### src/sv/lccl_pkg.sv
// Shared constants, codes and types of the charge loop.
package lccl_pkg;

	// duty register width
	localparam int DUTY_BITS = 8;

	// target current capacity*rate/1000 fits 21 bits
	localparam int TGT_W = 21;
	// working width of products and dividends
	localparam int ACC_W = (DUTY_BITS + 24 > 30) ? DUTY_BITS + 24 : 30;
	// multiplier operand width, one bit retired per cycle
	localparam int MUL_B_W = (DUTY_BITS > 14) ? DUTY_BITS : 14;
	localparam int CNT_W = $clog2(ACC_W + 1);

	localparam int DEAD_BAND_MA = 30;
	localparam int PERMILLE = 1000;
	localparam int TOP_LIMIT_MV = 4200;

	typedef logic [1:0] req_t;
	localparam req_t REQ_START = 2'd0;
	localparam req_t REQ_STOP = 2'd1;
	localparam req_t REQ_UPDATE = 2'd2;

	typedef logic [1:0] status_t;
	localparam status_t ST_OK = 2'd0;
	localparam status_t ST_BUSY = 2'd1;
	localparam status_t ST_BAD_CFG = 2'd2;
	localparam status_t ST_IDLE_UPD = 2'd3;

	typedef logic [1:0] stage_t;
	localparam stage_t STG_IDLE = 2'd0;
	localparam stage_t STG_CC = 2'd1;
	localparam stage_t STG_CV = 2'd2;

	typedef logic [1:0] cfg_idx_t;
	localparam cfg_idx_t CFG_CAPACITY = 2'd0;
	localparam cfg_idx_t CFG_RATE = 2'd1;
	localparam cfg_idx_t CFG_TOP_V = 2'd2;
	localparam cfg_idx_t CFG_DUTY_MAX = 2'd3;

	typedef struct packed {
		logic busy;
		logic done;
	} unit_sts_t;

	// clamp the duty limit register to the duty range
	function automatic logic [DUTY_BITS-1:0] eff_max(input logic [7:0] dm);
		logic [DUTY_BITS+7:0] wide;
		logic [DUTY_BITS+7:0] mask;
		wide = (DUTY_BITS + 8)'(dm);
		mask = (DUTY_BITS + 8)'({DUTY_BITS{1'b1}});
		return (wide < mask) ? wide[DUTY_BITS-1:0] : mask[DUTY_BITS-1:0];
	endfunction

endpackage

### src/sv/lccl_mul.sv
// Bit-serial shift-add multiplier, one multiplier bit per cycle.
module lccl_mul (
	input  logic                            clk,
	input  logic                            arst_n,
	input  logic                            start,
	input  logic [lccl_pkg::ACC_W-1:0]      a,
	input  logic [lccl_pkg::MUL_B_W-1:0]    b,
	output lccl_pkg::unit_sts_t             sts,
	output logic [lccl_pkg::ACC_W-1:0]      prod
);

	logic [lccl_pkg::CNT_W-1:0]   cnt_q;
	logic                         busy_q;
	logic                         done_q;
	logic [lccl_pkg::ACC_W-1:0]   acc_q;
	logic [lccl_pkg::ACC_W-1:0]   mcand_q;
	logic [lccl_pkg::MUL_B_W-1:0] mplier_q;

	always_ff @(posedge clk or negedge arst_n) begin
		if (!arst_n) begin
			cnt_q <= '0;
			busy_q <= 1'b0;
			done_q <= 1'b0;
		end else if (start) begin
			cnt_q <= lccl_pkg::CNT_W'(lccl_pkg::MUL_B_W);
			busy_q <= 1'b1;
			done_q <= 1'b0;
		end else if (busy_q) begin
			cnt_q <= cnt_q - 1'b1;
			if (cnt_q == lccl_pkg::CNT_W'(1)) begin
				busy_q <= 1'b0;
				done_q <= 1'b1;
			end
		end else begin
			done_q <= 1'b0;
		end
	end

	always_ff @(posedge clk) begin
		if (start) begin
			acc_q <= '0;
			mcand_q <= a;
			mplier_q <= b;
		end else if (busy_q) begin
			// add the shifted multiplicand for each set bit
			if (mplier_q[0])
				acc_q <= acc_q + mcand_q;
			mcand_q <= {mcand_q[lccl_pkg::ACC_W-2:0], 1'b0};
			mplier_q <= {1'b0, mplier_q[lccl_pkg::MUL_B_W-1:1]};
		end
	end

	assign sts.busy = busy_q;
	assign sts.done = done_q;
	assign prod = acc_q;

endmodule

### src/sv/lccl_div.sv
// Bit-serial restoring divider, one quotient bit per cycle.
module lccl_div (
	input  logic                          clk,
	input  logic                          arst_n,
	input  logic                          start,
	input  logic [lccl_pkg::ACC_W-1:0]    dividend,
	input  logic [lccl_pkg::TGT_W-1:0]    divisor,
	output lccl_pkg::unit_sts_t           sts,
	output logic [lccl_pkg::ACC_W-1:0]    quo
);

	logic [lccl_pkg::CNT_W-1:0] cnt_q;
	logic                       busy_q;
	logic                       done_q;
	logic [lccl_pkg::TGT_W-1:0] rem_q;
	logic [lccl_pkg::ACC_W-1:0] quo_q;
	logic [lccl_pkg::TGT_W-1:0] dvs_q;
	logic [lccl_pkg::TGT_W:0]   trial;
	logic [lccl_pkg::TGT_W:0]   diff;
	logic                       ge;

	always_comb begin
		trial = {rem_q, quo_q[lccl_pkg::ACC_W-1]};
		diff = trial - {1'b0, dvs_q};
		ge = (trial >= {1'b0, dvs_q});
	end

	always_ff @(posedge clk or negedge arst_n) begin
		if (!arst_n) begin
			cnt_q <= '0;
			busy_q <= 1'b0;
			done_q <= 1'b0;
		end else if (start) begin
			cnt_q <= lccl_pkg::CNT_W'(lccl_pkg::ACC_W);
			busy_q <= 1'b1;
			done_q <= 1'b0;
		end else if (busy_q) begin
			cnt_q <= cnt_q - 1'b1;
			if (cnt_q == lccl_pkg::CNT_W'(1)) begin
				busy_q <= 1'b0;
				done_q <= 1'b1;
			end
		end else begin
			done_q <= 1'b0;
		end
	end

	always_ff @(posedge clk) begin
		if (start) begin
			rem_q <= '0;
			quo_q <= dividend;
			dvs_q <= divisor;
		end else if (busy_q) begin
			// remainder stays below the divisor, so it fits TGT_W bits
			rem_q <= ge ? diff[lccl_pkg::TGT_W-1:0] : trial[lccl_pkg::TGT_W-1:0];
			quo_q <= {quo_q[lccl_pkg::ACC_W-2:0], ge};
		end
	end

	assign sts.busy = busy_q;
	assign sts.done = done_q;
	assign quo = quo_q;

endmodule

### src/sv/lipo_constant_current_charge_loop.sv
// Top level of the charge loop: registers, sequencer and result register.
//
// channel  dir   handshake            payload
// s_*      in    s_tvalid/s_tready    tdata: batt_mv, batt_ma; tuser: req_type
// m_*      out   m_tvalid/m_tready    tdata: duty_val, duty_write, charge_stage; tuser: status
// cfg_*    in    cfg_valid/cfg_ready  cfg_index, cfg_data
//
// One item at a time. Stop, busy start, idle or CV updates go from idle straight to the finish
// state that loads the result register. Start: one serial multiply for the target check.
// CC update: at most three runs each of the shared one-bit-per-cycle multiplier and divider, for
// the target, the relative error and the step.
// A new item is taken while the previous result waits in the output register.
// Reset clears stage, duty, registers and all handshake state; cfg_ready is always high.
module lipo_constant_current_charge_loop (
	input  logic        clk,
	input  logic        arst_n,
	input  logic        s_tvalid,
	output logic        s_tready,
	input  logic [31:0] s_tdata,   // [15:0] batt_mv, [31:16] batt_ma
	input  logic [1:0]  s_tuser,   // [1:0] req_type
	output logic        m_tvalid,
	input  logic        m_tready,
	output logic [15:0] m_tdata,   // [7:0] duty_val, [8] duty_write, [10:9] charge_stage
	output logic [1:0]  m_tuser,   // [1:0] status
	input  logic        cfg_valid,
	output logic        cfg_ready,
	input  logic [1:0]  cfg_index,
	input  logic [15:0] cfg_data
);

	localparam int DB = lccl_pkg::DUTY_BITS;
	localparam int AW = lccl_pkg::ACC_W;
	localparam int TW = lccl_pkg::TGT_W;

	typedef enum logic [9:0] {
		S_IDLE  = 10'b0000000001,
		S_MUL_T = 10'b0000000010,
		S_DIV_T = 10'b0000000100,
		S_ERR   = 10'b0000001000,
		S_MUL_E = 10'b0000010000,
		S_DIV_E = 10'b0000100000,
		S_MUL_S = 10'b0001000000,
		S_DIV_S = 10'b0010000000,
		S_APPLY = 10'b0100000000,
		S_FIN   = 10'b1000000000
	} fsm_t;

	fsm_t state_q;

	logic [15:0] cap_q;
	logic [13:0] rate_q;
	logic [15:0] top_q;
	logic [7:0]  dmax_q;

	lccl_pkg::stage_t  stage_q;
	logic [DB-1:0]     duty_q;
	lccl_pkg::status_t res_status_q;
	logic              res_wr_q;
	lccl_pkg::req_t    req_q;
	logic [14:0]       cur_q;
	logic              inc_q;
	logic [TW-1:0]     tgt_q;
	logic [AW-1:0]     step_q;

	logic                        mul_start_q;
	logic [AW-1:0]               mul_a_q;
	logic [lccl_pkg::MUL_B_W-1:0] mul_b_q;
	lccl_pkg::unit_sts_t         mul_sts;
	logic [AW-1:0]               mul_prod;

	logic                        div_start_q;
	logic [AW-1:0]               div_n_q;
	logic [TW-1:0]               div_d_q;
	lccl_pkg::unit_sts_t         div_sts;
	logic [AW-1:0]               div_quo;

	logic [15:0]   m_tdata_q;
	logic [1:0]    m_tuser_q;
	logic          m_tvalid_q;

	logic          in_acc;
	logic          out_free;
	logic [DB-1:0] mx;
	logic [TW-1:0] cur_ext;
	logic [TW-1:0] diff_up;
	logic [TW-1:0] diff_dn;
	logic [AW-1:0] duty_ext;
	logic [AW-1:0] mx_ext;
	logic [AW-1:0] nd_inc;
	logic [AW-1:0] nd_dec;
	logic          cfg_bad;
	logic [DB+7:0] duty_wide;

	lccl_mul u_mul (
		.clk    (clk),
		.arst_n (arst_n),
		.start  (mul_start_q),
		.a      (mul_a_q),
		.b      (mul_b_q),
		.sts    (mul_sts),
		.prod   (mul_prod)
	);

	lccl_div u_div (
		.clk      (clk),
		.arst_n   (arst_n),
		.start    (div_start_q),
		.dividend (div_n_q),
		.divisor  (div_d_q),
		.sts      (div_sts),
		.quo      (div_quo)
	);

	assign s_tready = (state_q == S_IDLE);
	assign in_acc = s_tvalid && s_tready;
	assign out_free = !m_tvalid_q || m_tready;
	assign cfg_ready = 1'b1;

	always_comb begin
		mx = lccl_pkg::eff_max(dmax_q);
		cur_ext = TW'(cur_q);
		diff_up = tgt_q - cur_ext;
		diff_dn = cur_ext - tgt_q;
		duty_ext = AW'(duty_q);
		mx_ext = AW'(mx);
		nd_inc = duty_ext + step_q;
		nd_dec = duty_ext - step_q;
		// zero target means product below one permille unit
		cfg_bad = (top_q == 16'd0) || (top_q > 16'(lccl_pkg::TOP_LIMIT_MV)) ||
			(mul_prod < AW'(lccl_pkg::PERMILLE));
		duty_wide = (DB + 8)'(duty_q);
	end

	// configuration registers
	always_ff @(posedge clk or negedge arst_n) begin
		if (!arst_n) begin
			cap_q <= '0;
			rate_q <= '0;
			top_q <= '0;
			dmax_q <= '0;
		end else if (cfg_valid && cfg_ready) begin
			unique case (cfg_index)
				lccl_pkg::CFG_CAPACITY: cap_q <= cfg_data;
				lccl_pkg::CFG_RATE:     rate_q <= cfg_data[13:0];
				lccl_pkg::CFG_TOP_V:    top_q <= cfg_data;
				lccl_pkg::CFG_DUTY_MAX: dmax_q <= cfg_data[7:0];
				default: ;
			endcase
		end
	end

	// sequencer and control state
	always_ff @(posedge clk or negedge arst_n) begin
		if (!arst_n) begin
			state_q <= S_IDLE;
			stage_q <= lccl_pkg::STG_IDLE;
			duty_q <= '0;
			mul_start_q <= 1'b0;
			div_start_q <= 1'b0;
			m_tvalid_q <= 1'b0;
		end else begin
			mul_start_q <= 1'b0;
			div_start_q <= 1'b0;
			if (m_tvalid_q && m_tready)
				m_tvalid_q <= 1'b0;
			unique case (state_q)
				S_IDLE: begin
					if (in_acc) begin
						state_q <= S_FIN;
						unique case (s_tuser)
							lccl_pkg::REQ_START: begin
								if (stage_q == lccl_pkg::STG_IDLE) begin
									mul_start_q <= 1'b1;
									state_q <= S_MUL_T;
								end
							end
							lccl_pkg::REQ_STOP: stage_q <= lccl_pkg::STG_IDLE;
							lccl_pkg::REQ_UPDATE: begin
								if (stage_q == lccl_pkg::STG_CC) begin
									if (s_tdata[15:0] >= top_q) begin
										stage_q <= lccl_pkg::STG_CV;
									end else begin
										mul_start_q <= 1'b1;
										state_q <= S_MUL_T;
									end
								end
							end
							default: ;
						endcase
					end
				end
				S_MUL_T: begin
					if (mul_sts.done) begin
						if (req_q == lccl_pkg::REQ_START) begin
							if (!cfg_bad) begin
								duty_q <= '0;
								stage_q <= lccl_pkg::STG_CC;
							end
							state_q <= S_FIN;
						end else begin
							div_start_q <= 1'b1;
							state_q <= S_DIV_T;
						end
					end
				end
				S_DIV_T: begin
					if (div_sts.done)
						state_q <= S_ERR;
				end
				S_ERR: begin
					state_q <= S_FIN;
					if (tgt_q > cur_ext && diff_up > TW'(lccl_pkg::DEAD_BAND_MA)) begin
						if (duty_q < mx) begin
							mul_start_q <= 1'b1;
							state_q <= S_MUL_E;
						end
					end else if (cur_ext > tgt_q && diff_dn > TW'(lccl_pkg::DEAD_BAND_MA)) begin
						if (duty_q != '0) begin
							if (tgt_q == '0) begin
								state_q <= S_APPLY;
							end else begin
								mul_start_q <= 1'b1;
								state_q <= S_MUL_E;
							end
						end
					end
				end
				S_MUL_E: begin
					if (mul_sts.done) begin
						div_start_q <= 1'b1;
						state_q <= S_DIV_E;
					end
				end
				S_DIV_E: begin
					if (div_sts.done) begin
						mul_start_q <= 1'b1;
						state_q <= S_MUL_S;
					end
				end
				S_MUL_S: begin
					if (mul_sts.done) begin
						div_start_q <= 1'b1;
						state_q <= S_DIV_S;
					end
				end
				S_DIV_S: begin
					if (div_sts.done)
						state_q <= S_APPLY;
				end
				S_APPLY: begin
					// saturate at the limit going up and at zero going down
					if (inc_q)
						duty_q <= (nd_inc < mx_ext) ? nd_inc[DB-1:0] : mx;
					else
						duty_q <= (duty_ext > step_q) ? nd_dec[DB-1:0] : '0;
					state_q <= S_FIN;
				end
				S_FIN: begin
					if (out_free) begin
						m_tvalid_q <= 1'b1;
						state_q <= S_IDLE;
					end
				end
				default: state_q <= S_IDLE;
			endcase
		end
	end

	// item payload, operands and result fields
	always_ff @(posedge clk) begin
		unique case (state_q)
			S_IDLE: begin
				if (in_acc) begin
					req_q <= s_tuser;
					res_wr_q <= 1'b0;
					res_status_q <= lccl_pkg::ST_OK;
					// clamp drain readings to zero
					cur_q <= s_tdata[31] ? 15'd0 : s_tdata[30:16];
					mul_a_q <= AW'(cap_q);
					mul_b_q <= lccl_pkg::MUL_B_W'(rate_q);
					unique case (s_tuser)
						lccl_pkg::REQ_START: begin
							if (stage_q != lccl_pkg::STG_IDLE)
								res_status_q <= lccl_pkg::ST_BUSY;
						end
						lccl_pkg::REQ_UPDATE: begin
							if (stage_q == lccl_pkg::STG_IDLE)
								res_status_q <= lccl_pkg::ST_IDLE_UPD;
						end
						default: ;
					endcase
				end
			end
			S_MUL_T: begin
				if (mul_sts.done) begin
					if (req_q == lccl_pkg::REQ_START) begin
						if (cfg_bad)
							res_status_q <= lccl_pkg::ST_BAD_CFG;
						else
							res_wr_q <= 1'b1;
					end
					div_n_q <= mul_prod;
					div_d_q <= TW'(lccl_pkg::PERMILLE);
				end
			end
			S_DIV_T: begin
				if (div_sts.done)
					tgt_q <= div_quo[TW-1:0];
			end
			S_ERR: begin
				inc_q <= (tgt_q > cur_ext);
				mul_a_q <= (tgt_q > cur_ext) ? AW'(diff_up) : AW'(diff_dn);
				mul_b_q <= lccl_pkg::MUL_B_W'(lccl_pkg::PERMILLE);
				step_q <= mx_ext;
			end
			S_MUL_E: begin
				if (mul_sts.done) begin
					div_n_q <= mul_prod;
					div_d_q <= tgt_q;
				end
			end
			S_DIV_E: begin
				if (div_sts.done) begin
					// half the relative error in permille
					mul_a_q <= {1'b0, div_quo[AW-1:1]};
					mul_b_q <= lccl_pkg::MUL_B_W'(mx);
				end
			end
			S_MUL_S: begin
				if (mul_sts.done) begin
					div_n_q <= mul_prod;
					div_d_q <= TW'(lccl_pkg::PERMILLE);
				end
			end
			S_DIV_S: begin
				if (div_sts.done)
					step_q <= div_quo;
			end
			S_APPLY: res_wr_q <= 1'b1;
			S_FIN: begin
				if (out_free) begin
					m_tdata_q <= {5'd0, stage_q, res_wr_q, duty_wide[7:0]};
					m_tuser_q <= res_status_q;
				end
			end
			default: ;
		endcase
	end

	assign m_tvalid = m_tvalid_q;
	assign m_tdata = m_tdata_q;
	assign m_tuser = m_tuser_q;

`ifndef ASSERT_OFF
	a_mul_free: assert property (@(posedge clk) disable iff (!arst_n)
		mul_start_q |-> !mul_sts.busy)
		else $error("multiplier started while busy");
	a_div_free: assert property (@(posedge clk) disable iff (!arst_n)
		div_start_q |-> !div_sts.busy)
		else $error("divider started while busy");
	a_units_excl: assert property (@(posedge clk) disable iff (!arst_n)
		!(mul_sts.busy && div_sts.busy))
		else $error("multiplier and divider busy together");
	a_accept_quiet: assert property (@(posedge clk) disable iff (!arst_n)
		in_acc |-> !mul_sts.busy && !div_sts.busy && !mul_start_q && !div_start_q)
		else $error("item accepted while arithmetic units active");
	a_write_ok: assert property (@(posedge clk) disable iff (!arst_n)
		m_tvalid && m_tdata[8] |-> m_tuser == lccl_pkg::ST_OK)
		else $error("duty written with error status");
`endif

endmodule

### config.mk
export PLATFORM = sky130hd
export DESIGN_NAME = lipo_constant_current_charge_loop
export DESIGN_NICKNAME = d
export VERILOG_FILES = /design/src/sv/lccl_pkg.sv /design/src/sv/lccl_mul.sv /design/src/sv/lccl_div.sv /design/src/sv/lipo_constant_current_charge_loop.sv
export SDC_FILE = /design/constraint.sdc
export NUM_CORES = 1
export LEC_CHECK = 0
export ABC_CLOCK_PERIOD_IN_PS = 11800
export BUFFER_PORTS_ARGS = -buffer_cell sky130_fd_sc_hd__buf_2
export CAP_MARGIN = 20
export CORE_ASPECT_RATIO = 0.75
export CORE_MARGIN = 4
export CORE_UTILIZATION = 50
export DETAILED_ROUTE_END_ITERATION = 6
export PLACE_DENSITY_LB_ADDON = 0.08
export RECOVER_POWER = 100
export SLEW_MARGIN = 20
export SYNTH_ARGS = -nofsm -noshare
export SYNTH_HDL_FRONTEND = slang
export SYNTH_SLANG_ARGS = --single-unit
### constraint.sdc
create_clock -name clk -period 11.8 [get_ports clk]
set_clock_uncertainty 0.1 [all_clocks]
set_input_delay 0 -clock clk [delete_from_list [all_inputs] [get_ports clk]]
set_output_delay 0 -clock clk [all_outputs]
set_load 0.005 [all_outputs]
==> key figures <==
Layout
  • Diode count: 0
  • Nets: 2456
  • Area growth, synth to finish: 12.4%
  • Post-route cell area: 26400 µm²
  • Layout cells sized above 1: 13.2%

Placed design
  • Estimated wirelength of the detail-placed design: 46400 µm
  • Dpl ws: 7270 ps
  • Post-DP Area: 24500 µm²
  • Buffers on Ports: 71
  • Placer Congestion: 1.00

Clock network
  • Htree depth: 2
  • CTS max path bufs: 3
  • CTS tree: yes
  • Clock-pin slew of the registers on the worst-case setup and hold paths: 70 ps
  • Clock root cell: clkbuf_16
  • Clk_lat worst skew: 590 ps
  • Setup Buffers After CTS: 0
  • Num CTS Buffers: 45
  • Clk sink count: 430

Route
  • Drt total wl: 64100 µm
  • WL/cell: 21.9 µm
  • Routed vias: 17000
  • Antenna Violating Nets Remaining: 0
  • Pre-Repair DR Iteration Count: 5
  • Initial DRC count: 1499
  • DRC Markers: 0
  • Via density per instance: 5.79

Timing
  • Final Hold Fails: 0
  • Tmin final: 6500 ps
  • Fin Setup TNS: 0 ps
  • Slew headroom: -141%
  • Pins over their slew limit: 581
  • Setup ws final: 5300 ps
  • Final setup fails: 0
  • Crit share post-route: 55.1%
  • Tightest Pin Transition: 3610 ps
  • Fmax: 154 MHz
  • Unrepaired setup endpoints after global routing: false

Worst setup path
  • Setup crit end kind: register
  • Required @ worst endpoint: 11810 ps
  • Worst reg2reg setup slack: 5300 ps
  • Slowest stage delay, CP: 2360 ps
  • Worst setup SP type: register
  • R2r endpoint: mul_a_q[21]
  • Crit-path cells: nor4_1, nand2_1, nor4_1, clkbuf_1, nor2_1, a21oi_4, clkbuf_1
  • Crit Path Category: register to register
  • Max stage delay cell, worst path: clkbuf_1
  • Worst reg2reg path startpoint: state_q[3]
  • Reg2Reg Depth: 7
  • CP Data Arrival Time: 6510 ps
  • Worst Path Max Fanout: 45

Worst hold path
  • Min-Delay Endpoint: dmax_q[6]
  • Hold Crit Depth: 3
  • Min-delay worst type: input port to register
  • Hold path start: cfg_valid

Die
  • Core area: 46300 µm²
  • Row Count: 68
  • Die X-Extent: 258 µm
  • Chip height: 196 µm
  • Boundary Pins: 78
  • DIE AREA: 50600 µm²
  • Initial Util: 50.8%

Status
  • Failing checks: capacitance limit, slew limit
  • Status: finished, violations left

Global route
  • First-pass GRT wire length: 98800 µm
  • Initial antenna violation count: 4
  • Tot GR Track Use: 25.2%
  • Largest net degree at the start of global routing: 75
  • Grt total ovfl: 0
  • Vias in the first global route: 16500

Logic synthesis
  • Yosys Warn Count: 0
  • Post-synth EDFFs: 284
  • Synthesized flop and latch total: 430
  • Post-synth cell types: 92
  • Async SR Flop Fraction: 21.6%
  • Synth top area cells: edfxtp_1, dfrtp_1, ha_1, mux2_2, dfxtp_1
  • Seq/Total Area, Yosys: 50.7%
  • Syn Inst Count: 2151
  • Area of the mapped netlist: 23500 µm²
  • Prevailing post-synth register cell: edfxtp_1
  • Largest area contributor in the netlist: edfxtp_1
  • Avg Cell Area, Syn: 10.9 µm²
  • Share of the synthesized area in the top cell type: 36.3%

Power and ir drop
  • Peak supply drop: 0.203 mV
  • Lkg Pwr: 10.7 nW
  • PD cells: 227 nW/µm²
  • Post-layout power: 0.00601 W

Run
  • Max cap viols: 15
==> metal layers <==
layer	up-vias	GRT usage [%]	wire length [µm]
met3	81	5.85	4850
met4	0	6.41	1440
li1	8079	-	-
met1	8295	39.5	31900
met5	-	0	0
met2	495	35.1	25900
==> how the worst max path moves through the flow <==
stage | start | end | slack [ps] | cells after the start
2_1_floorplan | state_q[3] | mul_a_q[0] | 7120 | 6
3_3_place_gp | cur_q[1] | mul_a_q[3] | 7390 | 13
3_5_place_dp | cur_q[1] | mul_a_q[3] | 7270 | 13
4_1_cts | cur_q[1] | mul_a_q[3] | 7230 | 13
5_1_grt | state_q[3] | mul_a_q[21] | 4940 | 7
6_report | state_q[3] | mul_a_q[21] | 5300 | 7
==> cells in the mapped netlist, drive strengths merged (8+ instances only) <==
cell	count
edfxtp	284
nor2	164
nand2	147
a21oi	140
ha	132
mux2	131
inv	123
o21ai	104
dfrtp	92
clkbuf	62
dfxtp	53
xnor2	53
and2	50
xor2	47
nand3	41
nor2b	39
a21o	38
nor3	33
a211oi	31
nor4	30
buf	29
nand2b	25
mux2i	24
a22oi	22
and3	21
nand4	17
o21a	14
or3	14
nand3b	12
nor3b	12
o21bai	12
a21boi	11
o211ai	10
o2111ai	9
o31ai	9
nand4b	8
or2	8
==> placed cells by master (no fill, tap or decap), drive strengths merged, types with 56 or more instances in the layout <==
| cell | n |
|---|---|
| inv | 125 |
| nand2 | 147 |
| clkbuf | 90 |
| dfrtp | 92 |
| buf | 69 |
| mux2 | 131 |
| edfxtp | 284 |
| ha | 132 |
| o21ai | 104 |
| nor2 | 164 |
| dlygate4sd3 | 56 |
| a21oi | 140 |
==> state kept, by name, summed over array words and instances, names as in the netlist, 6 cells and up <==
name and count:
div_n_q 32, step_q 32, u_div.quo 32, u_mul.mcand_q 32, u_mul.prod 32, mul_a_q 31, div_d_q 21, tgt_q 21
u_div.dvs_q 21, u_div.rem_q 21, cap_q 16, top_q 16, cur_q 15, mul_b_q 14, rate_q 14, u_mul.mplier_q 14
m_tdata 11, state_q 10, dmax_q 8, duty_q 8, u_div.cnt_q 6, u_mul.cnt_q 6
==> timing repair <==
item                      4_1_cts  5_1_grt
gates resized for setup         0        0
hold buffers                   57        0
hold endpoints to repair      128        0
==> cell type report <==
type | count | area, µm²
inverters | 123 | 462
repair buffers | 150 | 1010
clock buffers | 65 | 1300
clock inverters | 19 | 216
flip-flops and latches | 430 | 11900
fillers | 4004 | 19900
multi-input cells | 1511 | 10700
well taps | 630 | 788
==> per-stage QoR <==
step	hold WS, ps	std cells	util, %
global placement	-41.3	2786	52.8
global route	81.0	2928	57.1
CTS	40.6	2928	57.4
finish	79.4	2928	57.1
floorplan	-396	2155	-
detailed placement	-34.7	2787	52.9
==> power breakdown <==
part,internal [W],leakage [nW],switching (W)
combinational,0.000890,5.65,0.00125
clock,0.000841,0.745,0.000620
sequential,0.00211,4.31,0.000299
total,0.00384,10.7,0.00217
==> critical path: cells and delay by family, from the launching register on <==
family	cells	cell delay (ps)
compound gates	1	280
flops	1	400
buf+inv	2	3820
simple gates	4	1380
==> cells by family after synthesis <==
family / synth area share [%]
and+or+nand+nor: 14.0
AOI/OAI and AO/OA: 13.0
DFF: 50.7
buffers and inverters: 3.72
muxes: 7.30
adders and majority gates: 7.54
xor gates and xnor gates: 3.72
other: 0.0319
No activity file was read; power rests on OpenSTA's default activity.
